`config.mk`:
```
export PLATFORM = sky130hd
export DESIGN_NAME = ubds_div
export DESIGN_NICKNAME = d
export VERILOG_FILES = /design/src/rtl/uart_baud_divider_search_unit_assert.svh /design/src/rtl/ubds_pkg.sv /design/src/rtl/ubds_div.sv
export SDC_FILE = /design/constraint.sdc
export NUM_CORES = 2
export LEC_CHECK = 0
export BUFFER_PORTS_ARGS = -buffer_cell sky130_fd_sc_hd__buf_2
export CORE_UTILIZATION = 55
export DETAILED_ROUTE_END_ITERATION = 10
export PLACE_DENSITY_LB_ADDON = 0.12
export SLEW_MARGIN = 40
export SYNTH_ARGS = -nofsm -noshare
export SYNTH_HDL_FRONTEND = slang
export SYNTH_SLANG_ARGS = --single-unit
```
`constraint.sdc`:
```
create_clock -name clk -period 4.32 [get_ports clk]
set_clock_uncertainty 0.05 [all_clocks]
set_input_delay 1.296 -clock clk [delete_from_list [all_inputs] [get_ports clk]]
set_output_delay 1.296 -clock clk [all_outputs]
set_load 0.05 [all_outputs]
```
`src/rtl/uart_baud_divider_search_unit_assert.svh`:
```
// Assertion macros shared by the baud divider search RTL.
// No dependencies; the including module must provide clk and rst_n.
`ifndef UART_BAUD_DIVIDER_SEARCH_UNIT_ASSERT_SVH
`define UART_BAUD_DIVIDER_SEARCH_UNIT_ASSERT_SVH
`ifndef SYNTHESIS
// Same-cycle implication, checked out of reset.
`define UBDS_ASSERT_IMPL(label, ante, cons) \
    label: assert property (@(posedge clk) disable iff (!rst_n) (ante) |-> (cons)) \
        else $error("ubds assertion failed");
// Next-cycle implication, checked out of reset.
`define UBDS_ASSERT_NEXT(label, ante, cons) \
    label: assert property (@(posedge clk) disable iff (!rst_n) (ante) |=> (cons)) \
        else $error("ubds assertion failed");
`else
`define UBDS_ASSERT_IMPL(label, ante, cons)
`define UBDS_ASSERT_NEXT(label, ante, cons)
`endif
`endif

```
`src/rtl/ubds_pkg.sv`:
```
// Shared types and constants for the UART baud divider search unit.
// No dependencies.
package ubds_pkg;

    localparam int CLOCK_BITS_DEF = 27;
    localparam int FRAME_BITS     = 11;
    localparam int PAT_BITS       = 8;
    localparam int HEAD_BITS      = FRAME_BITS - PAT_BITS;
    localparam int NUM_HEADS      = 1 << HEAD_BITS;
    localparam int OVERSAMPLE_MIN = 20;
    localparam int MAX_QUOTIENT   = 65535;
    localparam int PRE_W          = 16;
    localparam int FM_W           = 4;

    typedef enum logic [1:0] {
        ST_OK         = 2'd0,
        ST_BAUD_ZERO  = 2'd1,
        ST_BAUD_ABOVE = 2'd2,
        ST_OVERFLOW   = 2'd3
    } status_t;

    typedef struct packed {
        status_t          status;
        logic             over_sampling;
        logic [PRE_W-1:0] prescaler;
        logic [FM_W-1:0]  first_mod;
    } meta_t;

endpackage

```
`src/rtl/ubds_div.sv`:
```
// Pipelined restoring divider: one quotient bit per stage, then the divider settings.
// Depends on ubds_pkg.
module ubds_div
    import ubds_pkg::*;
#(
    parameter int CLOCK_BITS = CLOCK_BITS_DEF
)
(
    input  logic                  clk,
    input  logic                  rst_n,
    input  logic                  adv,
    input  logic                  in_valid,
    input  logic [CLOCK_BITS-1:0] clock_hz,
    input  logic [CLOCK_BITS-1:0] baud_hz,
    output logic                  out_valid,
    output meta_t                 out_meta,
    output logic [CLOCK_BITS-1:0] rem,
    output logic [CLOCK_BITS-1:0] den
);

    localparam int CB = CLOCK_BITS;

    logic [CB-1:0] vld_reg;
    logic [CB-1:0] rem_reg [CB];
    logic [CB-1:0] quo_reg [CB];
    logic [CB-1:0] den_reg [CB];
    logic [CB-1:0] num_reg [CB-1];
    status_t       st_reg  [CB];
    logic [CB-1:0] n_q;

    always_ff @(posedge clk or negedge rst_n)
    begin
        if (!rst_n)
        begin
            vld_reg <= '0;
        end
        else if (adv)
        begin
            vld_reg <= {vld_reg[CB-2:0], in_valid};
        end
    end

    for (genvar s = 0; s < CB; s++)
    begin : g_stage
        logic [CB-1:0] rem_in;
        logic [CB-1:0] quo_in;
        logic [CB-1:0] num_in;
        logic [CB-1:0] den_in;
        status_t       st_in;
        logic [CB:0]   trial;
        logic          ge;
        logic [CB-1:0] quo_next;
        logic [CB-1:0] rem_next;

        if (s == 0)
        begin : g_first
            assign rem_in = '0;
            assign quo_in = '0;
            assign num_in = clock_hz;
            assign den_in = baud_hz;
            assign st_in  = (baud_hz == '0) ? ST_BAUD_ZERO :
                            (baud_hz > clock_hz) ? ST_BAUD_ABOVE : ST_OK;
        end
        else
        begin : g_rest
            assign rem_in = rem_reg[s-1];
            assign quo_in = quo_reg[s-1];
            assign num_in = num_reg[s-1];
            assign den_in = den_reg[s-1];
            assign st_in  = st_reg[s-1];
        end

        assign trial = {rem_in, num_in[CB-1-s]};
        assign ge    = (trial >= {1'b0, den_in});

        always_comb
        begin
            quo_next         = quo_in;
            quo_next[CB-1-s] = ge;
            rem_next         = ge ? CB'(trial - {1'b0, den_in}) : trial[CB-1:0];
        end

        always_ff @(posedge clk)
        begin
            if (adv)
            begin
                rem_reg[s] <= rem_next;
                quo_reg[s] <= quo_next;
                den_reg[s] <= den_in;
                st_reg[s]  <= st_in;
            end
        end

        if (s < CB - 1)
        begin : g_num
            always_ff @(posedge clk)
            begin
                if (adv)
                begin
                    num_reg[s] <= num_in;
                end
            end
        end
    end

    assign n_q       = quo_reg[CB-1];
    assign rem       = rem_reg[CB-1];
    assign den       = den_reg[CB-1];
    assign out_valid = vld_reg[CB-1];

    // Quotient range check and the oversampling split.
    always_comb
    begin
        out_meta.status        = st_reg[CB-1];
        out_meta.over_sampling = 1'b0;
        out_meta.prescaler     = '0;
        out_meta.first_mod     = '0;
        if (st_reg[CB-1] == ST_OK)
        begin
            if (n_q > CB'(MAX_QUOTIENT))
            begin
                out_meta.status = ST_OVERFLOW;
            end
            else if (n_q >= CB'(OVERSAMPLE_MIN))
            begin
                out_meta.over_sampling = 1'b1;
                out_meta.prescaler     = PRE_W'(n_q >> 4);
                out_meta.first_mod     = n_q[FM_W-1:0];
            end
            else
            begin
                out_meta.prescaler = PRE_W'(n_q);
            end
        end
    end

endmodule

```
==> results.toml <==
[place]
gp_congestion = 0.908
place_hpwl_um = 189000
placed_cell_area_mm2 = 0.119
place_ws_ns = 0.307
port_buffers = 131
place_inst = 11800

[sta]
min_period_ns = 4.16
max_slew_margin_pct = 44.8
holdWs_ns = 0.326
rsz0062_at_grt = "no"
worst_slew_pin_slew_ns = 0.821
setup_viol = 0
fmax_mhz = 241
hold_violations = 0
min_period_over_period_pct = 96.2
drv_slew = 0
tns_ns = 0
worst_slack_ns = 0.163

[detailed_routing]
drt_iter0_markers = 5334
via_count = 70000
vias_per_cell = 5.71
drc = 0
ant_nets = 0
dr.pass1.iters = 6
routed_wl_um = 252000
wire_per_inst_um = 20.6

[power]
p_int_mw = 60.9
peakVddDrop_mv = 0.560
powerDensity_mw_per_mm2 = 747
p_clk_share_pct = 21.6
leakage_nw = 50.8
combPwrFrac_pct = 41.6
power_mw = 94.5
switchingPower_mw = 33.6
seq_power_share_pct = 36.8
switching_share_pct = 35.6

[yosys]
synthTopCellsByArea = "edfxtp_1 (59%), ha_1 (8.1%), mux2_2 (3.3%)"
synthTopCellsByCount = "edfxtp_1 (2241), inv_1 (918), ha_1 (731)"
syn_inst = 9017
synth-seq-area-share_pct = 60.0
synth_most_common_cell = "edfxtp_1"
yosysTopAreaCellShare_pct = 59.4
synth_top_flop_cell = "edfxtp_1"
async_flop_share_pct = 1.19
synthesis.area_mm2 = 0.113
syn_area_per_cell_um2 = 12.6
yosysTopAreaCell = "edfxtp_1"
yosys_register_bits = 2268
ys_types = 91
synth-edff-count = 2241
yosys_warnings = 0

[critical_path]
end_kind = "primary output"
path_cells = "nor4_2, nand3_2, or3_4, nor2_4, and2_1, buf_4"
cpPeakStageDelay_ns = 0.44
cp_slowest_cell = "or3_4"
crit_arrival_ns = 2.81
cp_max_fo = 12
cp.required_ns = 2.97
startpoint_type = "register"
worst-setup-path-type = "register to primary output"

[grt]
grt_max_degree = 114
grt_pass1_vias = 68600
track_usage_pct = 24.0
grt_first_pass_wirelength_um = 390000
antenna_found_initial = 1
gr-total-overflow = 0

[min_path]
hp-class = "register to register"

[outcome]
status = "complete, no violations"

[final_layout]
fin_cells = 12300
drive_gt1_share_pct = 11.3
fin_nets = 10200
syn2layout_area_growth_pct = 11.7
final_core_util_pct = 61.8
final_area_mm2 = 0.127

[clock_tree]
cts.sinks = 2268
ctsHtreeMaxLevel = 4
cts_buffers = 233
insertion_delay_ns = 0.89
clk_pin_slew_ns = 0.06
cts_tree = "done"
cts-root-buf = "clkbuf_16"
ctsHoldBuffers = 0
cts_buffer_depth = 3

[die]
start_util_pct = 55.4
io_pins = 136
core_mm2 = 0.205
fp.dieH_um = 456
dieWidth_um = 456
dieArea_mm2 = 0.208
rows = 166

[run]
drv_cap = 0
layer usage:
metal	up-vias	share of wire [%]	global-route usage [%]
met2	1645	51	42.7
met5	-	0	0
li1	34000	-	-
met1	33900	42	30.2
met3	405	4.0	2.93
met4	0	3.2	7.95
layout make-up:
type | count | area, um2
Clock buffer | 277 | 6090
Clock inverter | 165 | 1820
Fill cell | 15700 | 78100
Multi-Input combinational cell | 5656 | 41300
Timing Repair Buffer | 280 | 2550
Tap cell | 2688 | 3360
Inverter | 918 | 3450
Sequential cell | 2268 | 68000
Antenna cell | 2 | 5.00
layout by cell type, fill, tap and decap left out, types with 29 or more instances in the layout:
| cell type | count |
|---|---|
| edfxtp_1 | 2241 |
| inv_1 | 918 |
| ha_1 | 731 |
| a21oi_1 | 671 |
| o21ai_0 | 508 |
| nor2_1 | 498 |
| nand2_1 | 487 |
| xnor2_1 | 355 |
| mux2_2 | 337 |
| a21o_1 | 284 |
| clkbuf_16 | 235 |
| xor2_1 | 219 |
| nand3_1 | 135 |
| buf_2 | 119 |
| o21a_1 | 112 |
| buf_4 | 101 |
| nor3_1 | 95 |
| nand4_1 | 93 |
| nor2b_1 | 93 |
| nand2b_1 | 87 |
| o21bai_1 | 85 |
| and3_1 | 70 |
| a211oi_1 | 64 |
| buf_12 | 60 |
| a31oi_1 | 55 |
| clkinv_2 | 55 |
| o31ai_1 | 52 |
| and2_1 | 48 |
| clkbuf_1 | 37 |
| clkinv_1 | 35 |
| mux2i_1 | 34 |
| nor4_1 | 33 |
| a211o_1 | 33 |
| or2_2 | 31 |
| o211ai_1 | 30 |
| or3_1 | 30 |
| o31a_1 | 29 |
| bufinv_16 | 29 |
worst paths after layout:
path / depth (start not counted) / endpoint / from / slack [ns]
min: 0 / num_reg[1][73] / num_reg[1][46] / 0.33
max: 6 / out_meta[2] / quo_reg[26][26] / 0.16
min reg2reg: 0 / num_reg[1][73] / num_reg[1][46] / 0.33
max reg2reg: 13 / rem_reg[22][17] / den_reg[21][0] / 0.22
max in group asynchronous: 1 / vld_reg[17] / rst_n / 3.45
min in group asynchronous: 1 / vld_reg[0] / rst_n / 0.36
worst max-delay path, delay by kind of cell, from the launching register on:
family	cells	cell delay, ns
flops	1	0.38
simple gates	5	1.37
buf+inv	1	0.20
repair_timing:
item,CTS,global route
setup endpoints to repair,12,39
gates cloned,0,0
buffers inserted,0,0
pin swaps,1,1
gates resized for setup,16,3
cells by family after synthesis:
group           after synthesis  share of synthesized area [%]
buf+inv                    1096                           3.70
mux                         391                           3.85
xor+xnor                    574                           4.44
fa+ha+maj                   757                           8.53
simple gates               1756                           7.35
flops                      2268                           60.0
compound gates             2174                           12.1
other cells                   1                        0.00331
power groups by stage:
stage                     logic [mW]  clock network, mW  registers (mW)
after global routing            43.4               21.7            35.2
after global placement          38.0                  0            35.3
after floorplan                 29.3                  0            33.8
after detailed placement        38.7                  0            35.3
final                           39.3               20.5            34.8
after CTS                       39.1               20.9            34.9
(Power assumes the default switching activity.)
